<file path="src/rtl/core/dtt_pkg.sv">
`timescale 1ns / 1ps
// ----------------------------------------------------------------------------
// dtt_pkg: shared types and helpers for the DIV/TIMA timer
// Counter width, clock-select tap table, stream layout and small update
// functions used by the timer core.
// ----------------------------------------------------------------------------
package dtt_pkg;

    // Machine cycle counter, advanced by ticks and cleared by DIV writes
    localparam int unsigned COUNTER_WIDTH = 16;
    typedef logic [COUNTER_WIDTH-1:0] counter_t;

    // Stream widths (fields packed from bit 0 up, padded to whole bytes)
    localparam int unsigned IN_BITS   = 25;
    localparam int unsigned IN_BYTES  = (IN_BITS + 7) / 8;
    localparam int unsigned OUT_BITS  = 17;
    localparam int unsigned OUT_BYTES = (OUT_BITS + 7) / 8;

    // TAC layout
    localparam int unsigned TAC_ENABLE_BIT = 2;
    typedef logic [2:0] tac_t;

    // Clock select codes
    typedef enum logic [1:0] {
        CLK_SEL_1024 = 2'd0,
        CLK_SEL_16   = 2'd1,
        CLK_SEL_64   = 2'd2,
        CLK_SEL_256  = 2'd3
    } clk_sel_t;

    // Counter bit watched for each clock select
    localparam int unsigned SEL_BIT [4] = '{9, 3, 5, 7};

    // Low counter bits that must be zero for a period boundary
    localparam counter_t PERIOD_MASK [4] = '{
        counter_t'(10'h3FF),
        counter_t'(4'hF),
        counter_t'(6'h3F),
        counter_t'(8'hFF)
    };

    localparam logic [7:0] TIMA_MAX = 8'hFF;

    // Result of one TIMA increment
    typedef struct packed {
        logic [7:0] count;
        logic       ovf;
    } bump_t;

    // Increment TIMA, wrapping to zero and flagging overflow
    function automatic bump_t tima_bump(input logic [7:0] count);
        bump_t r;
        if (count == TIMA_MAX)
        begin
            r.count = 8'd0;
            r.ovf   = 1'b1;
        end
        else
        begin
            r.count = count + 8'd1;
            r.ovf   = 1'b0;
        end
        return r;
    endfunction

    // Selected counter bit gated by the timer enable
    function automatic logic edge_signal(input counter_t cnt, input tac_t mode);
        logic b;
        b = 1'b0;
        case (clk_sel_t'(mode[1:0]))
            CLK_SEL_1024: b = cnt[SEL_BIT[0]];
            CLK_SEL_16:   b = cnt[SEL_BIT[1]];
            CLK_SEL_64:   b = cnt[SEL_BIT[2]];
            CLK_SEL_256:  b = cnt[SEL_BIT[3]];
            default:      b = 1'b0;
        endcase
        return b & mode[TAC_ENABLE_BIT];
    endfunction

    // True when the counter sits on a period boundary of the selected clock
    function automatic logic period_hit(input counter_t cnt, input logic [1:0] sel);
        return (cnt & PERIOD_MASK[sel]) == '0;
    endfunction

endpackage

</file>
<file path="src/rtl/core/div_tima_timer_with_edge_glitch_top.sv">
`timescale 1ns / 1ps
// ----------------------------------------------------------------------------
// div_tima_timer_with_edge_glitch_top: DIV/TIMA timer, one machine cycle per
// transaction
// Applies TAC, TIMA, TMA and DIV writes, the pending reload and the tick of
// one machine cycle, and returns DIV, TIMA and the timer interrupt.
// ----------------------------------------------------------------------------
// Output: the result of a transaction is registered and appears on the output in
// the cycle after it is accepted.
// Throughput: one transaction per cycle; the combinational state update path
// sets the rate. Input is accepted while the output register is empty or is
// being drained; a result that waits on the sink stalls the input.
// Reset: rst_n clears all timer state and the output valid flag.
module div_tima_timer_with_edge_glitch_top
(
    input  logic                             clk,
    input  logic                             rst_n,
    input  logic                             s_axis_tvalid,
    output logic                             s_axis_tready,
    // tac_write[0], tac_data[3:1], tima_write[4], tima_data[12:5],
    // tma_write[13], tma_data[21:14], div_write[22], cpu_halted[23], tick[24]
    input  logic [dtt_pkg::IN_BYTES*8-1:0]   s_axis_tdata,
    output logic                             m_axis_tvalid,
    input  logic                             m_axis_tready,
    // div_value[7:0], tima_value[15:8], timer_irq[16]
    output logic [dtt_pkg::OUT_BYTES*8-1:0]  m_axis_tdata
);

    // Unpacked input fields
    logic              tac_write;
    dtt_pkg::tac_t     tac_data;
    logic              tima_write;
    logic [7:0]        tima_data;
    logic              tma_write;
    logic [7:0]        tma_data;
    logic              div_write;
    logic              cpu_halted;
    logic              tick;

    // Timer state
    dtt_pkg::counter_t cnt_reg, cnt_next;
    logic [7:0]        div_reg, div_next;
    logic [7:0]        tima_reg, tima_next;
    logic [7:0]        tma_reg, tma_next;
    dtt_pkg::tac_t     tac_reg, tac_next;
    logic              ovp_reg, ovp_next;
    logic              edge_reg, edge_next;
    logic              irq_next;

    // Output register
    logic              out_valid_reg;
    logic [7:0]        out_div_reg;
    logic [7:0]        out_tima_reg;
    logic              out_irq_reg;

    logic              in_accept;

    assign tac_write  = s_axis_tdata[0];
    assign tac_data   = s_axis_tdata[3:1];
    assign tima_write = s_axis_tdata[4];
    assign tima_data  = s_axis_tdata[12:5];
    assign tma_write  = s_axis_tdata[13];
    assign tma_data   = s_axis_tdata[21:14];
    assign div_write  = s_axis_tdata[22];
    assign cpu_halted = s_axis_tdata[23];
    assign tick       = s_axis_tdata[24];

    // Accept whenever the output register is free or being drained
    assign s_axis_tready = !out_valid_reg || m_axis_tready;
    assign in_accept     = s_axis_tvalid && s_axis_tready;

    // Apply one machine cycle in the order TAC, TIMA, TMA, reload, DIV, tick
    always_comb
    begin
        logic          now;
        dtt_pkg::bump_t b;
        logic [7:0]    tc;
        logic          ovp;
        logic          le;
        dtt_pkg::tac_t mode;
        dtt_pkg::counter_t cnt;
        logic [7:0]    dv;
        logic [7:0]    rm;
        logic          irq;

        now  = 1'b0;
        b    = '0;
        tc   = tima_reg;
        ovp  = ovp_reg;
        le   = edge_reg;
        mode = tac_reg;
        cnt  = cnt_reg;
        dv   = div_reg;
        rm   = tma_reg;
        irq  = 1'b0;

        // TAC change: falling edge on the gated tap bumps TIMA
        if (tac_write && (tac_data != tac_reg))
        begin
            mode = tac_data;
            now  = dtt_pkg::edge_signal(cnt, mode);
            if (le && !now)
            begin
                b   = dtt_pkg::tima_bump(tc);
                tc  = b.count;
                ovp = ovp | b.ovf;
            end
            le = now;
        end

        // TIMA write cancels a pending reload
        if (tima_write)
        begin
            tc  = tima_data;
            ovp = 1'b0;
        end

        if (tma_write)
        begin
            rm = tma_data;
        end

        // Pending reload from TMA with interrupt
        if (ovp)
        begin
            ovp = 1'b0;
            tc  = rm;
            irq = 1'b1;
        end

        // DIV reset: counter drops to zero, so the gated tap falls if it was high
        if (div_write)
        begin
            cnt = '0;
            dv  = 8'd0;
            if (le)
            begin
                b   = dtt_pkg::tima_bump(tc);
                tc  = b.count;
                ovp = ovp | b.ovf;
            end
            le = 1'b0;
        end

        // Advance the cycle counter by one
        if (tick)
        begin
            cnt = cnt + dtt_pkg::counter_t'(1);
            if (cpu_halted)
            begin
                dv = 8'd0;
            end
            else if (cnt[7:0] == 8'd0)
            begin
                dv = dv + 8'd1;
            end
            if (mode[dtt_pkg::TAC_ENABLE_BIT] && dtt_pkg::period_hit(cnt, mode[1:0]))
            begin
                b   = dtt_pkg::tima_bump(tc);
                tc  = b.count;
                ovp = ovp | b.ovf;
            end
            le = dtt_pkg::edge_signal(cnt, mode);
        end

        cnt_next  = cnt;
        div_next  = dv;
        tima_next = tc;
        tma_next  = rm;
        tac_next  = mode;
        ovp_next  = ovp;
        edge_next = le;
        irq_next  = irq;
    end

    // Update timer state on each accepted transaction
    always_ff @(posedge clk or negedge rst_n)
    begin
        if (!rst_n)
        begin
            cnt_reg  <= '0;
            div_reg  <= 8'd0;
            tima_reg <= 8'd0;
            tma_reg  <= 8'd0;
            tac_reg  <= '0;
            ovp_reg  <= 1'b0;
            edge_reg <= 1'b0;
        end
        else if (in_accept)
        begin
            cnt_reg  <= cnt_next;
            div_reg  <= div_next;
            tima_reg <= tima_next;
            tma_reg  <= tma_next;
            tac_reg  <= tac_next;
            ovp_reg  <= ovp_next;
            edge_reg <= edge_next;
        end
    end

    // Hold the result until the sink takes it
    always_ff @(posedge clk or negedge rst_n)
    begin
        if (!rst_n)
        begin
            out_valid_reg <= 1'b0;
        end
        else if (in_accept)
        begin
            out_valid_reg <= 1'b1;
        end
        else if (m_axis_tready)
        begin
            out_valid_reg <= 1'b0;
        end
    end

    // Result payload
    always_ff @(posedge clk)
    begin
        if (in_accept)
        begin
            out_div_reg  <= div_next;
            out_tima_reg <= tima_next;
            out_irq_reg  <= irq_next;
        end
    end

    assign m_axis_tvalid = out_valid_reg;
    assign m_axis_tdata  = {{(dtt_pkg::OUT_BYTES*8-dtt_pkg::OUT_BITS){1'b0}},
                            out_irq_reg, out_tima_reg, out_div_reg};

`ifndef NO_ASSERTIONS
    // A pending reload always leaves TIMA reading zero
    a_pending_zero: assert property (@(posedge clk) disable iff (!rst_n)
        ovp_reg |-> (tima_reg == 8'd0))
        else $error("overflow pending with nonzero TIMA");

    // A pending reload not cancelled by a TIMA write raises the interrupt
    a_reload_irq: assert property (@(posedge clk) disable iff (!rst_n)
        (in_accept && ovp_reg && !tima_write) |=> m_axis_tdata[16])
        else $error("pending reload did not raise timer interrupt");

    // A halted tick forces the divider to zero
    a_halt_div: assert property (@(posedge clk) disable iff (!rst_n)
        (in_accept && tick && cpu_halted) |=> (m_axis_tdata[7:0] == 8'd0))
        else $error("divider not held at zero while halted");
`endif

endmodule

</file>
<file path="config.mk">
export PLATFORM = sky130hd
export DESIGN_NAME = div_tima_timer_with_edge_glitch_top
export DESIGN_NICKNAME = d
export VERILOG_FILES = /design/src/rtl/core/dtt_pkg.sv /design/src/rtl/core/div_tima_timer_with_edge_glitch_top.sv
export SDC_FILE = /design/constraint.sdc
export NUM_CORES = 1
export LEC_CHECK = 0
export BUFFER_PORTS_ARGS = -buffer_cell sky130_fd_sc_hd__buf_4
export CAP_MARGIN = 10
export CORE_AREA = 2 2 89 91
export CTS_BUF_LIST = sky130_fd_sc_hd__clkbuf_16
export DETAILED_ROUTE_END_ITERATION = 8
export DIE_AREA = 0 0 91 93
export MAX_ROUTING_LAYER = met4
export PLACE_DENSITY = 0.76
export SLEW_MARGIN = 20
export SYNTH_ARGS = -nofsm -noshare
export SYNTH_HDL_FRONTEND = slang
export SYNTH_SLANG_ARGS = --single-unit
</file>
<file path="constraint.sdc">
create_clock -name clk -period 5.1 [get_ports clk]
set_input_delay 0.765 -clock clk [delete_from_list [all_inputs] [get_ports clk]]
set_output_delay 0.765 -clock clk [all_outputs]
set_load 0.05 [all_outputs]
</file>
[Word-level counts from Yosys, hierarchy flattened]
Cells that the tools add are included.
Operators by class
  add/sub/neg operators: 5
  reductions and logical operators: 12
  bitwise logic cells: 6
  magnitude comparators: 1
  eq/ne operators: 10
  multiplexer cells: 43
Operators by type and width (number)
  two-way mux 8 bit: 13
  two-way mux 16 bit: 4
  two-way mux 9 bit: 7
  adder 8 x 1 -> 8 bit (second input constant): 4
  binary-select mux 16 bit (select 2 bit): 1
  == test 8 bit (second input constant): 3
  adder 16 x 1 -> 16 bit (second input constant): 1
  AND 16 bit: 1
  logical NOT 16 bit: 1
  two-way mux 1 bit: 15
  == test 2 bit (second input constant): 4
  logical NOT 8 bit: 1
  one-hot mux 1 bit (4 select lines): 2
  == test 2 x 1 -> 1 bit (second input constant): 2
  logical AND 1 bit: 4
  logical NOT 2 bit: 2
  greater-or-equal comparator 3 bit (second input constant): 1
  two-way mux 3 bit: 1
  inequality test 3 bit: 1
  inverter 2 -> 3 bit: 1
  AND 1 bit: 2
  logical NOT 1 bit: 2
  bitwise OR 1 bit: 2
  nonzero test 2 bit: 1
  logical OR 1 bit: 1
Word-level totals
  logic and storage cells: 88
  input bits: 36
  register bits after elaboration: 63

[Logic depth before layout (Yosys ltp)]
  depth after elaboration: 24
  depth in mapped cells: 15

[Worst setup path after synthesis]
Ideal clock, no wire load.
  path kind: input to register
  from: input port s_axis_tdata[22] (netlist name)
  to: register tima_reg[7]
  stages on the path: 14
  path slack: 1073 ps
  buffers on the path: 3
  required time: 5032 ps
  arrival: 3959 ps
  path through: clkbuf_1 > clkbuf_1 > clkbuf_1 > nor2b_1 > ha_1 > nand3_1 > nor3_1 > mux2_2 > o2111a_1 > a211oi_1 > nand2_1 > or4_1 > a211oi_1 > o32a_1
Between the ends
  longest elaborated chain between the ends: 7
  elaborated cells between the ends (all ways): 13
Ends and longest elaborated chain
  from (decl): line div_tima_timer_with_edge_glitch_top.sv:22  | input logic [dtt_pkg::IN_BYTES*8-1:0] s_axis_tdata,
  two-way mux 16 bit or two-way mux 8 bit (tied branches): line div_tima_timer_with_edge_glitch_top.sv:132  | if (div_write)
  adder 16 x 1 -> 16 bit (tied with other cells): line div_tima_timer_with_edge_glitch_top.sv:148  | cnt = cnt + dtt_pkg::counter_t'(1);
  AND 16 bit or two-way mux 9 bit (tied branches): line dtt_pkg.sv:82, dtt_pkg.sv:53
  logical NOT 16 bit or two-way mux 9 bit (tied branches): line dtt_pkg.sv:82, div_tima_timer_with_edge_glitch_top.sv:157
  logical AND 1 bit or two-way mux 9 bit (tied branches): line div_tima_timer_with_edge_glitch_top.sv:157, div_tima_timer_with_edge_glitch_top.sv:146
  two-way mux 8 bit: line div_tima_timer_with_edge_glitch_top.sv:157  | if (mode[dtt_pkg::TAC_ENABLE_BIT] && dtt_pkg::period_hit(cnt, mode[1:0]))
  two-way mux 8 bit *: line div_tima_timer_with_edge_glitch_top.sv:146  | if (tick)
  to (signal assigned): line div_tima_timer_with_edge_glitch_top.sv:193  | tima_reg <= tima_next;
  to (decl): line div_tima_timer_with_edge_glitch_top.sv:43  | logic [7:0] tima_reg, tima_next;
Mark *: on every way between the ends. The rest lies on a longest branch, timed or not. The select of a mux whose other input is x is not followed.
A chain may end at the register's enable or synchronous reset.

[Worst setup path in the final report]
  from: register tima_reg[0]
  to: register out_tima_reg[0] (data pin)
Between the ends
  longest elaborated chain between the ends: 19
  elaborated cells between the ends (all ways): 25
Ends and longest elaborated chain
  branches (longest 8 deep; another with adder 8 x 1 -> 8 bit)
  two-way mux 8 bit *: line div_tima_timer_with_edge_glitch_top.sv:124  | if (ovp)
  adder 8 x 1 -> 8 bit or == test 8 bit (tied branches): line dtt_pkg.sv:60, dtt_pkg.sv:53
  two-way mux 9 bit: line dtt_pkg.sv:53  | if (count == TIMA_MAX)
  two-way mux 8 bit: line div_tima_timer_with_edge_glitch_top.sv:136  | if (le)
  two-way mux 8 bit *: line div_tima_timer_with_edge_glitch_top.sv:132
  adder 8 x 1 -> 8 bit or == test 8 bit (tied branches): line dtt_pkg.sv:60, dtt_pkg.sv:53
  two-way mux 9 bit: line dtt_pkg.sv:53
  two-way mux 9 bit: line div_tima_timer_with_edge_glitch_top.sv:157
  two-way mux 9 bit: line div_tima_timer_with_edge_glitch_top.sv:146
  two-way mux 8 bit: line div_tima_timer_with_edge_glitch_top.sv:157
  two-way mux 8 bit *: line div_tima_timer_with_edge_glitch_top.sv:146
  net tima_next[0]: line div_tima_timer_with_edge_glitch_top.sv:43
  to (signal assigned): line div_tima_timer_with_edge_glitch_top.sv:224  | out_tima_reg <= tima_next;
  to (decl): line div_tima_timer_with_edge_glitch_top.sv:53  | logic [7:0] out_tima_reg;
Mark *: on every way through the listed nets, which the timed path passes. The select of a mux whose other input is x is not followed.

==> results.ini <==
[cells_and_area]
instances_no_fill = 578
area.growth.synth_to_final_pct = 18.0
largest_reg_flops = 10
post_route_cells_drive_above_1_share = 0.206
finalCoreUtilization = 0.627
final_nets = 517
insertedDiodeCount = 0

[placed_design]
gp_congestion = 0.956
portBuffers = 47
place.detailed.hpwl_mm = 6.73
placed_cells_incl_taps = 562

[power]
power.density_cell_area_nw_per_um2 = 343
sw_frac_of_total = 0.303
power.clock.fraction = 0.427
ir_worst_vdd_uv = 187
p_switching_uw = 492
internal_power_uw = 1130
cellLeakagePower_uw = 0.00195
power.combinational.fraction = 0.223
p_seq_frac = 0.351

[clock_tree]
cts-resized-gates = 0
h_tree_depth_reported_by_cts = 3
clk_path_buf_depth = 2
cts.clk_slew.worst_paths_ps = 50
cts_made_buffers = 9
cts_num_sinks = 57
clockRootBuffer = sky130_fd_sc_hd__clkbuf_16
postcts_setup_bufs = 0
cts_hold_buf = 0
cts_tree = yes
clk_latency_ps = 340

[drt]
final_antenna_net_count = 0
routed_via_density = 6.09
drt_first_iter_violations = 254
routedWlPerCell_um = 16.5
routed-via-count = 3520
firstDrtPassIters = 5
drc = 0
final_wl_mm = 9.53

[floorplanning]
core-area_sq_um = 7530
die_width_um = 91
floorplan.die.height_um = 93
fp-row-count = 32
i_o_pin_count = 62
initial_utilization = 0.532
fp.dieArea_sq_um = 8460

[critical_path]
worstPathRequired_ps = 5140
worst_r2r_path_depth = 12
critPathKind = reg2reg
r2r-start = tima_reg[0]
timing.critical_path.to = out_tima_reg[0]
category_of_the_worst_setup_path_capture_point = flop
critPathMaxStageDelay_ps = 520
reg2reg_to = out_tima_reg[0]
regToRegSetupSlack_ps = 1290
critPathTopFamily = compound AO/OA/AOI/OAI gates
crit_path_max_delay_cell_type = sky130_fd_sc_hd__a221oi_1
critPathMaxFanout = 6
crit_path_cell_trace = ha_1, and4_1, and3_1, nand3_2, a221oi_1, a21oi_1, xor2_1, ha_1, and2_1, o2111ai_1, a21oi_1, o21ai_0
worst_ep_arrival_time_ps = 3850
timing.critical_path.depth = 12
worstSetupStartpointType = flop
crit_start = tima_reg[0]
path_buf_inv = 0

[sta]
tightestPinTransition_ps = 1080
rsz0062_at_grt = false
timing.final.setup_violations = 0
final_max_slew_viol_count = 0
period_share = 0.747
timing.final.crit_period_ps = 3810
slew_headroom = 0.279
finalHoldViolCount = 0
final_clock_skew_ps = 7.16
maxClockFrequency_mhz = 263
totalNegativeSetupSlack_ps = 0

[synth]
synth_seq_area_share = 0.378
synth.lib_cells_used.distinct = 72
synth-edff-count = 17
post_synth.cell_area_avg_sq_um = 9.29
yosys_most_used_dff = sky130_fd_sc_hd__dfrtp_1
async_flop_share = 0.702
mappedNetlistArea_sq_um = 4000
synthCells = 431
synth_warnings = 0
flop_and_latch_count_out_of_synthesis = 57

[status]
outcome = finished, final reports clean

[grt]
maximum_number_of_pins_on_one_net_before_global_route_repair = 41
antenna_found_initial = 0
grt_util_met2 = 0.376
grt_pass1_vias = 3247
gr-usage-all-layers = 0.238
grt_util_met3 = 0.0411
gr-max-usage-layer = met2
grt_overflow_total = 0
globalRouteMet1Util = 0.305
grt_pass1_wl_mm = 15.6

[min_path]
hold_path_class = in2async

[flow_run]
cap_violations = 0

## logic make-up (layout without fill, tap and decap cells)
| logic type | Yosys count | count (layout) | share of synthesized area |
|---|---|---|---|
| simple gates | 162 | 162 | 0.213 |
| compound gates | 103 | 103 | 0.184 |
| flops | 57 | 57 | 0.378 |
| buf+inv | 40 | 79 | 0.0485 |
| mux | 36 | 36 | 0.0960 |
| xor+xnor | 21 | 21 | 0.0460 |
| fa+ha+maj | 11 | 11 | 0.0338 |
| other cells | 1 | 7 | 0.000937 |
## placed cells by master, fill, tap and decap left out, types with 9 or more instances in the layout
master | netlist | routed
sky130_fd_sc_hd__buf_4 | 8 | 51
sky130_fd_sc_hd__nand3_1 | 21 | 21
sky130_fd_sc_hd__a21oi_1 | 16 | 16
sky130_fd_sc_hd__mux2i_1 | 17 | 17
sky130_fd_sc_hd__xor2_1 | 10 | 10
sky130_fd_sc_hd__clkbuf_16 | 0 | 9
sky130_fd_sc_hd__mux2_2 | 19 | 19
sky130_fd_sc_hd__o21ai_0 | 27 | 27
sky130_fd_sc_hd__ha_1 | 10 | 10
sky130_fd_sc_hd__xnor2_1 | 11 | 11
sky130_fd_sc_hd__dfrtp_1 | 40 | 40
sky130_fd_sc_hd__inv_1 | 11 | 12
sky130_fd_sc_hd__nand2_1 | 51 | 51
sky130_fd_sc_hd__edfxtp_1 | 17 | 17
sky130_fd_sc_hd__nor3_1 | 9 | 9
sky130_fd_sc_hd__nor2_1 | 20 | 20
## power groups by stage
stage	clock network [uW]	registers (uW)	logic, uW
global placement	0	571	345
CTS	698	566	359
finish	691	568	361
detailed placement	0	574	357
floorplan	0	593	235
global route	714	576	393
## cells in the mapped netlist (all sizes together), types with 4 or more instances
cell | instances | share of area
mux2i | 17 | 0.043
o22ai | 4 | 0.0063
a31oi | 5 | 0.0078
clkbuf | 12 | 0.011
dfrtp | 40 | 0.25
and3 | 8 | 0.013
mux2 | 19 | 0.053
and2 | 6 | 0.010
edfxtp | 17 | 0.13
nand2 | 51 | 0.048
o21ai | 27 | 0.034
o31ai | 6 | 0.011
nand3 | 22 | 0.029
inv | 11 | 0.010
nand4 | 7 | 0.011
xnor2 | 11 | 0.024
a21oi | 18 | 0.024
buf | 16 | 0.026
ha | 10 | 0.031
nor2 | 20 | 0.019
and4 | 6 | 0.014
nor3 | 10 | 0.014
xor2 | 10 | 0.022
a221oi | 4 | 0.0088
nor2b | 8 | 0.013
nand2b | 8 | 0.013
## per-stage QoR
stage | setup slack [ps] | instance area, sq um | hold WS [ps] | total power (uW)
after floorplan | 1070 | 4030 | 441 | 829
after global placement | 1090 | 4390 | 455 | 915
after detailed placement | 988 | 4390 | 472 | 930
after CTS | 1310 | 4720 | 435 | 1620
after global routing | 989 | 4720 | 463 | 1680
final | 1290 | 4720 | 403 | 1620
## layer usage
metal	vias up	part of all wire	routed length [um]
li1	1675	-	-
met1	1701	0.45	4330
met2	125	0.48	4560
met3	19	0.051	482
met4	0	0.016	153
met5	-	0	0
## worst min path at each step
stage / cells past startpoint / slack [ps] / end
after global placement: 2 / 460 / div_reg[0]
after global routing: 1 / 460 / cnt_reg[1]
after floorplan: 2 / 440 / div_reg[0]
final: 1 / 400 / cnt_reg[2]
after CTS: 1 / 430 / cnt_reg[2]
after detailed placement: 2 / 470 / div_reg[0]
## cell type report
class,count,area [sq um]
clock buffers,9,225
clock inverters,7,110
fillers,643,2810
inverters,12,45.0
multi-input cells,340,2320
flip-flops and latches,57,1510
well taps,102,128
repair buffers,51,383
## worst register-to-register path, stage by stage, from the launching register on
cell and delay [ps]:
sky130_fd_sc_hd__dfrtp_1 450, sky130_fd_sc_hd__ha_1 210, sky130_fd_sc_hd__and4_1 300, sky130_fd_sc_hd__and3_1 270, sky130_fd_sc_hd__nand3_2 130, sky130_fd_sc_hd__a221oi_1 520
sky130_fd_sc_hd__a21oi_1 230, sky130_fd_sc_hd__xor2_1 290, sky130_fd_sc_hd__ha_1 260, sky130_fd_sc_hd__and2_1 160, sky130_fd_sc_hd__o2111ai_1 110, sky130_fd_sc_hd__a21oi_1 360
sky130_fd_sc_hd__o21ai_0 220
(Power assumes the default switching activity.)
